===== config.mk =====
export PLATFORM = sky130hd
export DESIGN_NAME = roi_foreground_presence_detector_top
export DESIGN_NICKNAME = d
export VERILOG_FILES = /design/src/rtl/rfpd_pkg.sv /design/src/rtl/roi_foreground_presence_detector_top.sv
export SDC_FILE = /design/constraint.sdc
export NUM_CORES = 1
export LEC_CHECK = 0
export ABC_AREA = 1
export BUFFER_PORTS_ARGS = -buffer_cell sky130_fd_sc_hd__buf_2
export CORE_MARGIN = 1
export CORE_UTILIZATION = 34
export DETAILED_ROUTE_END_ITERATION = 8
export SETUP_SLACK_MARGIN = 0.4
export SLEW_MARGIN = 20
export SYNTH_ARGS = -nofsm -noshare
export SYNTH_HDL_FRONTEND = slang
export SYNTH_SLANG_ARGS = --single-unit

===== constraint.sdc =====
create_clock -name clk -period 7.5 [get_ports clk]
set_input_delay 0.375 -clock clk [delete_from_list [all_inputs] [get_ports clk]]
set_output_delay 0.375 -clock clk [all_outputs]
set_load 0.01 [all_outputs]

===== src/rtl/rfpd_pkg.sv =====
// Package for the region-of-interest foreground presence detector.
// Holds the transaction payload types, register indexes, widths and thresholds.
// No dependencies.
package rfpd_pkg;

	// Largest frame side that the position counters cover.
	localparam int MAX_SIDE = 4096;
	localparam int POS_W    = $clog2(MAX_SIDE);
	localparam int EFF_W    = POS_W + 1;

	// Register field widths.
	localparam int SIDE_W   = 13;
	localparam int EDGE_W   = 12;
	localparam int CFG_IX_W = 3;

	// Count and compare widths.
	localparam int CNT_W    = 25;
	localparam int AREA_W   = 2 * SIDE_W;
	localparam int SCALED_W = CNT_W + 4;
	localparam int RUN_W    = 8;
	localparam int WARM_W   = 5;

	localparam logic [7:0]        PIX_THRESHOLD = 8'd10;
	localparam logic [RUN_W-1:0]  FOUND_RUN     = 8'd10;
	localparam logic [RUN_W-1:0]  RUN_MAX       = 8'd255;
	localparam logic [WARM_W-1:0] WARMUP_LEN    = 5'd16;
	localparam logic [CNT_W-1:0]  CNT_MAX       = {CNT_W{1'b1}};

	typedef enum logic [CFG_IX_W-1:0] {
		REG_FRAME_WIDTH  = 3'd0,
		REG_FRAME_HEIGHT = 3'd1,
		REG_BOX_LEFT     = 3'd2,
		REG_BOX_TOP      = 3'd3,
		REG_BOX_WIDTH    = 3'd4,
		REG_BOX_HEIGHT   = 3'd5
	} cfg_reg_t;

	typedef struct packed {
		logic [7:0] pixel;
		logic       frame_start;
	} pix_t;

	typedef struct packed {
		logic             hand_found;
		logic             region_active;
		logic [RUN_W-1:0] run_length;
		logic             warming_up;
		logic [CNT_W-1:0] foreground_count;
	} res_t;

	// A frame side of zero acts as one; a side above MAX_SIDE acts as MAX_SIDE.
	function automatic logic [EFF_W-1:0] eff_side(input logic [SIDE_W-1:0] v);
		logic [EFF_W-1:0] r;
		if (v == '0) begin
			r = EFF_W'(1);
		end else if (32'(v) > MAX_SIDE) begin
			r = EFF_W'(MAX_SIDE);
		end else begin
			r = EFF_W'(v);
		end
		return r;
	endfunction

endpackage


===== src/rtl/roi_foreground_presence_detector_top.sv =====
// Top level of the region-of-interest foreground presence detector.
// Depends on rfpd_pkg for payload types, register indexes and constants.
//
//  Channel | Direction | Signals                               | Payload
//  --------+-----------+---------------------------------------+------------------------
//  pix     | in        | pix_valid, pix_ready, pix             | one mask pixel
//  res     | out       | res_valid, res_ready, res             | one result per frame
//  cfg     | in        | cfg_valid, cfg_ready, cfg_index/data  | one register write
//
// Cycles: one pixel transaction is taken every clock cycle while the result side keeps up.
// A pixel moves through the input register, the count stage and the result register, and the
// result of a frame leaves the result register once its last pixel has passed through them.
// Reset clears the position, tally, warm-up and run state and loads the register defaults.
// A stalled result holds the result register; new pixels keep flowing until a second finished
// frame waits behind it, and only then does pix_ready drop. The cfg channel is always ready.
module roi_foreground_presence_detector_top
	import rfpd_pkg::*;
(
	input  logic                clk,
	input  logic                arst_n,
	input  logic                pix_valid,
	output logic                pix_ready,
	input  pix_t                pix,
	output logic                res_valid,
	input  logic                res_ready,
	output res_t                res,
	input  logic                cfg_valid,
	output logic                cfg_ready,
	input  logic [CFG_IX_W-1:0] cfg_index,
	input  logic [SIDE_W-1:0]   cfg_data
);

	// Configuration registers.
	logic [SIDE_W-1:0] frame_width_q, frame_height_q, box_width_q, box_height_q;
	logic [EDGE_W-1:0] box_left_q, box_top_q;
	logic [AREA_W-1:0] area_q;

	// Input register.
	logic       valid_s1;
	pix_t       pix_s1;

	// Count stage register: holds the finished tally of a frame.
	logic             valid_s2;
	logic [CNT_W-1:0] count_s2;

	// Frame scan state.
	logic [POS_W-1:0] col_q, line_q;
	logic [CNT_W-1:0] tally_q;

	// Run state.
	logic [WARM_W-1:0] warmup_q;
	logic              prev_active_q;
	logic [RUN_W-1:0]  run_q;

	// Result register.
	logic res_valid_q;
	res_t res_q;

	// Handshake flow: each stage frees when the one after it can take its contents.
	logic res_free, s2_free, s1_go, s2_go;

	assign res_free  = !res_valid_q || res_ready;
	assign s2_free   = !valid_s2 || res_free;
	assign s2_go     = valid_s2 && res_free;
	assign s1_go     = valid_s1 && s2_free;
	assign pix_ready = !valid_s1 || s2_free;
	assign cfg_ready = 1'b1;
	assign res_valid = res_valid_q;
	assign res       = res_q;

	// Register writes. An index beyond the list is ignored.
	always_ff @(posedge clk or negedge arst_n) begin
		if (!arst_n) begin
			frame_width_q  <= SIDE_W'(640);
			frame_height_q <= SIDE_W'(480);
			box_left_q     <= '0;
			box_top_q      <= '0;
			box_width_q    <= SIDE_W'(64);
			box_height_q   <= SIDE_W'(64);
		end else if (cfg_valid && cfg_ready) begin
			unique case (cfg_index)
				REG_FRAME_WIDTH:  frame_width_q  <= cfg_data;
				REG_FRAME_HEIGHT: frame_height_q <= cfg_data;
				REG_BOX_LEFT:     box_left_q     <= cfg_data[EDGE_W-1:0];
				REG_BOX_TOP:      box_top_q      <= cfg_data[EDGE_W-1:0];
				REG_BOX_WIDTH:    box_width_q    <= cfg_data;
				REG_BOX_HEIGHT:   box_height_q   <= cfg_data;
				default: ;
			endcase
		end
	end

	// The box area is only needed at the end of a frame, in the frame stage,
	// so it is computed once per cycle from the registers into its own register.
	always_ff @(posedge clk) begin
		area_q <= AREA_W'(box_width_q) * AREA_W'(box_height_q);
	end

	// ---------------------------------------------------------------------
	// Count stage: position tracking, box test and tally.
	// ---------------------------------------------------------------------
	logic [EFF_W-1:0] fw_eff, fh_eff;
	logic [POS_W-1:0] col0, line0, col_c, line_c;
	logic [CNT_W-1:0] tally0, tally_n;
	logic             col_last, line_last, frame_last, in_box, hit;

	always_comb begin
		fw_eff = eff_side(frame_width_q);
		fh_eff = eff_side(frame_height_q);

		// A frame start drops any partial frame and restarts at the top left corner.
		col0   = pix_s1.frame_start ? '0 : col_q;
		line0  = pix_s1.frame_start ? '0 : line_q;
		tally0 = pix_s1.frame_start ? '0 : tally_q;

		// A frame that shrank under the current position clamps it to the last place.
		col_c  = (EFF_W'(col0) >= fw_eff)  ? POS_W'(fw_eff - EFF_W'(1)) : col0;
		line_c = (EFF_W'(line0) >= fh_eff) ? POS_W'(fh_eff - EFF_W'(1)) : line0;

		in_box = (32'(col_c) >= 32'(box_left_q))
			&& (32'(col_c) < 32'(box_left_q) + 32'(box_width_q))
			&& (32'(line_c) >= 32'(box_top_q))
			&& (32'(line_c) < 32'(box_top_q) + 32'(box_height_q));
		hit = (pix_s1.pixel > PIX_THRESHOLD) && in_box;

		tally_n = (hit && tally0 != CNT_MAX) ? tally0 + CNT_W'(1) : tally0;

		col_last   = (EFF_W'(col_c) == fw_eff - EFF_W'(1));
		line_last  = (EFF_W'(line_c) == fh_eff - EFF_W'(1));
		frame_last = col_last && line_last;
	end

	always_ff @(posedge clk or negedge arst_n) begin
		if (!arst_n) begin
			valid_s1 <= 1'b0;
			col_q    <= '0;
			line_q   <= '0;
			tally_q  <= '0;
			valid_s2 <= 1'b0;
		end else begin
			if (pix_ready) begin
				valid_s1 <= pix_valid;
			end
			if (s1_go) begin
				if (col_last) begin
					col_q  <= '0;
					line_q <= line_last ? '0 : line_c + POS_W'(1);
				end else begin
					col_q  <= col_c + POS_W'(1);
					line_q <= line_c;
				end
				tally_q <= frame_last ? '0 : tally_n;
			end
			if (s2_free) begin
				valid_s2 <= s1_go && frame_last;
			end
		end
	end

	always_ff @(posedge clk) begin
		if (pix_valid && pix_ready) begin
			pix_s1 <= pix;
		end
		if (s2_free) begin
			count_s2 <= tally_n;
		end
	end

	// ---------------------------------------------------------------------
	// Frame stage: fill test, warm-up and run counter.
	// ---------------------------------------------------------------------
	logic [SCALED_W-1:0] scaled;
	logic                active, warm, prev_n;
	logic [RUN_W-1:0]    run_n;
	logic [WARM_W-1:0]   warmup_n;

	always_comb begin
		// Ten times the count, as 8x + 2x.
		scaled = {1'b0, count_s2, 3'b000} + {3'b000, count_s2, 1'b0};
		active = scaled > SCALED_W'(area_q);
		warm   = warmup_q < WARMUP_LEN;

		warmup_n = warmup_q;
		prev_n   = prev_active_q;
		run_n    = run_q;
		if (warm) begin
			warmup_n = warmup_q + WARM_W'(1);
		end else if (active) begin
			if (prev_active_q && run_q != RUN_MAX) begin
				run_n = run_q + RUN_W'(1);
			end
			prev_n = 1'b1;
		end else begin
			prev_n = 1'b0;
			run_n  = '0;
		end
	end

	always_ff @(posedge clk or negedge arst_n) begin
		if (!arst_n) begin
			warmup_q      <= '0;
			prev_active_q <= 1'b0;
			run_q         <= '0;
			res_valid_q   <= 1'b0;
		end else begin
			if (s2_go) begin
				warmup_q      <= warmup_n;
				prev_active_q <= prev_n;
				run_q         <= run_n;
			end
			if (res_free) begin
				res_valid_q <= s2_go;
			end
		end
	end

	always_ff @(posedge clk) begin
		if (s2_go) begin
			res_q.hand_found       <= !warm && (run_n > FOUND_RUN);
			res_q.region_active    <= active;
			res_q.run_length       <= run_n;
			res_q.warming_up       <= warm;
			res_q.foreground_count <= count_s2;
		end
	end

endmodule


Word level (Yosys, flattened, before mapping). Index checks and enable logic that the tools add are counted.

$lt $le $gt $ge: 12. Mux-type cells: 18. Bitwise logic cells: 1. Add/subtract/negate cells: 10. Multipliers: 1. Equal/unequal tests: 9. Reductions and logical operators: 30.

Operators by type and width (count): 12-bit two-way mux (7); 25-bit two-way mux (3); 13-bit two-way mux (4); 28-bit by 26-bit adder with 29-bit output (1); 29-bit by 26-bit > comparator with 1-bit output (1); 12-bit by 13-bit adder with 14-bit output (2); 12-bit by 14-bit less-than comparator with 1-bit output (2); 12-bit by 13-bit == test with 1-bit output (2); 12-bit by 13-bit greater-or-equal comparator with 1-bit output (2); 13-bit > comparator (second input constant) (2); 13-bit logical NOT (2); 13-bit by 13-bit multiplier with 26-bit output (1); 13-bit by 1-bit subtractor with 13-bit output (second input constant) (2); 25-bit by 1-bit adder with 25-bit output (second input constant) (1); 25-bit != test (second input constant) (1); 12-bit by 1-bit adder with 12-bit output (second input constant) (2); 12-bit greater-or-equal comparator (2); 8-bit two-way mux (3); 8-bit by 4-bit > comparator with 1-bit output (second input constant) (2); 2-bit AND reduction (8); 1-bit logical AND (12); 8-bit by 1-bit adder with 8-bit output (second input constant) (1); 8-bit != test (second input constant) (1); 3-bit by 2-bit == test with 1-bit output (second input constant) (2); other kinds (9) (15).

Logic and storage cells: 105. Bits of input ports: 30. Output and inout port bits: 39. Bits in registers: 238.

Logic depth before layout (Yosys ltp).
Word-level depth: 13. Mapped depth: 38. Gate-level depth less buffers: 36.

Worst setup path after synthesis. No wires, ideal clock.

Path type: register to register. Start point: register box_width_q[6]. End point: register area_q[24]. Buffers on the path: 1. Library setup time: 121 ps. Setup slack: 1929 ps. Stages on the path, launching flop included: 26. Clock period less this slack: 5571 ps. Arrival time: 5450 ps. Required time: 7379 ps. Cells stage by stage: dfstp_2 -> clkbuf_1 -> nand2_1 -> fa_1 -> inv_1 -> fa_1 -> inv_1 -> fa_1 -> inv_1 -> fa_1 -> fa_1 -> ha_1 -> a21oi_1 -> o21ai_0 -> a21oi_1 -> o21ai_0 -> nand3_1 -> nand2_1 -> nand2_1 -> nand2_1 -> a31oi_1 -> o21ai_0 -> a21oi_1 -> nor2_1 -> nor2_1 -> xor2_1.

Cells in the longest elaborated chain, start to end: 1.

Ends and longest elaborated chain: start: declaration (line roi_foreground_presence_detector_top.sv:34) `logic [SIDE_W-1:0] frame_width_q, frame_height_q, box_width_q, box_height_q;`; start signal: assignment (line roi_foreground_presence_detector_top.sv:86) `REG_BOX_WIDTH: box_width_q <= cfg_data;`; 13-bit by 13-bit multiplier with 26-bit output (line roi_foreground_presence_detector_top.sv:96) `area_q <= AREA_W'(box_width_q) * AREA_W'(box_height_q);`; end signal: assignment (line roi_foreground_presence_detector_top.sv:96); end: declaration (line roi_foreground_presence_detector_top.sv:36) `logic [AREA_W-1:0] area_q;`.

No other way between the ends. A chain may end at the register's enable or synchronous reset.

Worst setup path in the final report.
Start point: register frame_height_q[9]. End point: register count_s2[14], data pin.

Cells in the longest elaborated chain, start to end: 11.

Ends and longest elaborated chain: start: declaration (line roi_foreground_presence_detector_top.sv:34); start signal: assignment (line roi_foreground_presence_detector_top.sv:83) `REG_FRAME_HEIGHT: frame_height_q <= cfg_data;`; 13-bit > comparator (line rfpd_pkg.sv:56) `end else if (32'(v) > MAX_SIDE) begin`; 13-bit two-way mux (line rfpd_pkg.sv:56); 13-bit two-way mux * (line rfpd_pkg.sv:54) `if (v == '0) begin`; 13-bit by 1-bit subtractor with 13-bit output or 12-bit by 13-bit greater-or-equal comparator with 1-bit output (tied branches); 12-bit two-way mux * (line roi_foreground_presence_detector_top.sv:118) `line_c = (EFF_W'(line0) >= fh_eff) ? POS_W'(fh_eff - EFF_W'(1)) : line0;`; 12-bit greater-or-equal comparator (line roi_foreground_presence_detector_top.sv:122) `&& (32'(line_c) >= 32'(box_top_q))`; 1-bit logical AND (line roi_foreground_presence_detector_top.sv:122); 1-bit logical AND * (line roi_foreground_presence_detector_top.sv:123) `&& (32'(line_c) < 32'(box_top_q) + 32'(box_height_q));`; 1-bit logical AND * (line roi_foreground_presence_detector_top.sv:124) `hit = (pix_s1.pixel > PIX_THRESHOLD) && in_box;`; 1-bit logical AND * (line roi_foreground_presence_detector_top.sv:126) `tally_n = (hit && tally0 != CNT_MAX) ? tally0 + CNT_W'(1) : tally0;`; 25-bit two-way mux * (line roi_foreground_presence_detector_top.sv:126); net tally_n[14] (line roi_foreground_presence_detector_top.sv:104) `logic [CNT_W-1:0] tally0, tally_n;`; end signal: assignment (line roi_foreground_presence_detector_top.sv:165) `count_s2 <= tally_n;`; end: declaration (line roi_foreground_presence_detector_top.sv:44) `logic [CNT_W-1:0] count_s2;`.

Mark *: on every way through the listed nets, which the timed path passes. The rest lies on a longest branch.

==> impl_metrics.yaml <==
global_routing:
  overflow: 0
  antenna_found_initial: 2
  grt_pass1_wl_mm: 88.84
  grt_pass1_vias: 16830
  grt_max_degree: 81
  track_usage: 0.1732
layout:
  final_cells: 3645
  seq_area_mm2: 0.006186
  layout-drive-gt1-share: 0.06626
  fin_util: 0.3808
  final_common_cell: "nand2_1"
  syn2layout_area_growth_pct: 10.41
  final_cell_mix: "nand2_1 (713), inv_1 (470), ha_1 (219), nor2_1 (182), o21ai_0 (147)"
  nFillCells: 6490
  multi_input_comb_area_mm2: 0.01307
  nets: 3158
power:
  seq_power_share: 0.247
  power_leakage_nw: 12.35
  p_comb_frac: 0.560
  p_sw_frac: 0.4540
  p_per_area_mw_per_mm2: 313.2
  p_int_mw: 4.034
  power_frac_clock: 0.193
  ir_drop_uv: 221.9
  p_sw_mw: 3.354
routing:
  drc: 0
  vias: 17340
  first_pass_iters: 5
  routedWlPerCell_um: 14.89
  viasPerCell: 4.757
  first_iter_violations: 1103
  routed_wl_mm: 54.26
  ant_nets: 0
setup_path:
  path_max_fanout: 25
  critical_path_class: "register to register"
  critPathRequiredTime_ps: 7830
  r2r-start: "frame_height_q[9]"
  r2r-end: "count_s2[14]"
  r2r_cells: 24
  regToRegSetupSlack_ps: 1410
  worst_setup_path_start_kind: "register"
  cp.arrival_ps: 6420
  endpoint_kind: "register"
timing:
  worstMarginPinSlew_ps: 910.7
  fin_tns_setup_ps: 0
  max_slew_margin: 0.3912
  whs_ps: 80.21
  hold_viol: 0
  drv_slew: 0
  fin_skew_ps: 15.34
  fin_crit_ps: 6085
  fin_crit_sh: 0.8114
  setup-violations-final: 0
  rsz0062_at_grt: "no"
  fmax_mhz: 164.3
run:
  cap_violations: 0
min_path:
  hold_path_class: "input pin to register"
  hold_depth: 4
  hold_start: "res_ready"
  min_delay_worst_endpoint: "res_valid"
floorplanning:
  die_y_um: 252.7
  core_mm2: 0.06194
  pin_count: 69
  rows: 91
  die-area_mm2: 0.06384
  start_util: 0.3449
  fp.dieW_um: 252.7
synth:
  synthArstFlopShare: 0.5966
  syn-cell-area_mm2: 0.02136
  syn-instance-count: 2743
  synth_ff_type: "dfrtp_1"
  syn_area_per_cell_um2: 7.788
  synth_seq_cells: 238
  ys_warn_count: 0
  synth-edff-count: 70
  synth_cell_types: 58
  syn_nets: 3116
  yosysSeqAreaShare: 0.2896
place:
  portBuffers: 67
  dp.cells: 3581
  gp_congestion: 0.8840
  dpl.hpwl_mm: 41.50
cts:
  clockBufferDepth: 3
  clkLatencyLatePin_ps: 580
  cts_buffers: 28
  cts.sinks: 238
  clockRootBuffer: "clkbuf_16"
  cts_tree: "done"
  h-tree-depth: 1
  post_cts_resized: 0
  path_clk_slew_ps: 60
status:
  status: "finished, final reports clean"
==> power groups by stage <==
stage	Clock [mW]	Combinational (mW)	Sequential [mW]
3_5_place_dp	0	4.14	1.85
3_3_place_gp	0	4.12	1.84
2_1_floorplan	0	3.33	1.70
4_1_cts	1.46	4.18	1.82
5_1_grt	1.51	4.82	1.86
6_report	1.43	4.14	1.82
==> kinds of logic after synthesis <==
kind of cell             synth area share
AND/OR/NAND/NOR                    0.2344
buffers and inverters             0.09962
adder cells (fa/ha/maj)            0.2445
AO/OA/AOI/OAI                     0.08709
flip-flops                         0.2896
XOR/XNOR                          0.04264
multiplexers                     0.002050
other                           0.0001755
==> worst max-delay path, cell delays in order (launching register included) <==
cell and delay, ps:
dfrtp_1 390, nor4_1 290, nand2_1 130, nand2_2 230, nand2_1 170, ha_1 360
a21oi_1 160, o31ai_1 100, a21oi_2 160, nand3_2 330, o21ai_0 710, ha_1 260
a21oi_1 40, o21bai_1 120, a21oi_1 90, o21a_1 180, o21a_1 170, o21ai_0 210
nand3_1 100, nor2_1 150, buf_4 290, inv_1 110, a21oi_4 590, nand4_1 250
and2_1 210
==> worst max-delay path by stage <==
| stage | slack [ps] | to | start | cells after the start |
|---|---|---|---|---|
| global placement | 1500 | area_q[25] | box_height_q[3] | 22 |
| CTS | 1420 | area_q[25] | box_height_q[3] | 22 |
| detailed placement | 1440 | area_q[25] | box_height_q[3] | 22 |
| finish | 1410 | count_s2[14] | frame_height_q[9] | 24 |
| floorplan | 1930 | area_q[24] | box_width_q[6] | 25 |
| global route | 880 | count_s2[20] | frame_height_q[3] | 26 |
==> cell usage after synthesis (all sizes together), types with 2 or more instances <==
master / n / area, um^2
o21a: 4 / 30.03
mux2: 3 / 33.78
nor4: 8 / 50.05
a31oi: 5 / 31.28
o221ai: 3 / 26.28
dfxtp: 26 / 520.5
and2: 22 / 137.6
ha: 219 / 2740
edfxtp: 70 / 2102
dfrtp: 134 / 3353
o211ai: 3 / 22.52
a211oi: 9 / 67.56
a21o: 4 / 30.03
nand3b: 6 / 45.04
xor2: 68 / 595.6
nand3: 121 / 675.6
o22ai: 10 / 62.56
nor3: 20 / 100.1
a21oi: 114 / 604.3
o21bai: 12 / 101.3
xnor2: 36 / 315.3
dfstp: 8 / 210.2
nor2: 187 / 714.4
buf: 21 / 146.4
clkbuf: 53 / 198.9
o21ai: 160 / 823.3
or2: 2 / 12.52
inv: 475 / 1783
nand4: 77 / 481.7
fa: 124 / 2482
nand2: 726 / 2763
==> registers in the layout (all words and copies together) (netlist names), 13 cells and up <==
signal	count
frame_width_q	13
tally_q	25
box_height_q	13
count_s2	25
frame_height_q	13
area_q	26
box_width_q	13
res	36
==> per-stage QoR <==
stage          setup WS [ps]  cell area, um^2  power [mW]
3_3_place_gp            1501            22480       5.965
5_1_grt                883.7            23590       8.186
2_1_floorplan           1929            21360       5.024
6_report                1415            23590       7.389
4_1_cts                 1420            23590       7.465
3_5_place_dp            1444            22480       5.990
==> layer usage <==
| metal | up-vias | GRT usage | share of wire |
|---|---|---|---|
| li1 | 8859 | - | - |
| met1 | 8074 | 0.2413 | 0.48 |
| met2 | 327 | 0.2810 | 0.45 |
| met3 | 76 | 0.02595 | 0.051 |
| met4 | 2 | 0.04087 | 0.023 |
| met5 | - | 0 | 0.00033 |
==> what timing repair did <==
action,4_1_cts,5_1_grt
hold endpoints to repair,81,0
setup buffers,0,0
hold buffers,11,0
==> final cells by class <==
type / instances / share of cell area
flip-flops and latches: 238 / 0.2623
clock buffers: 43 / 0.03777
multi-input cells: 1956 / 0.5539
well taps: 837 / 0.04440
repair buffers: 86 / 0.02170
inverters: 475 / 0.07559
clock inverters: 9 / 0.004297
diodes: 1 / 0.0001061
Power figures use the tool's default switching activity.
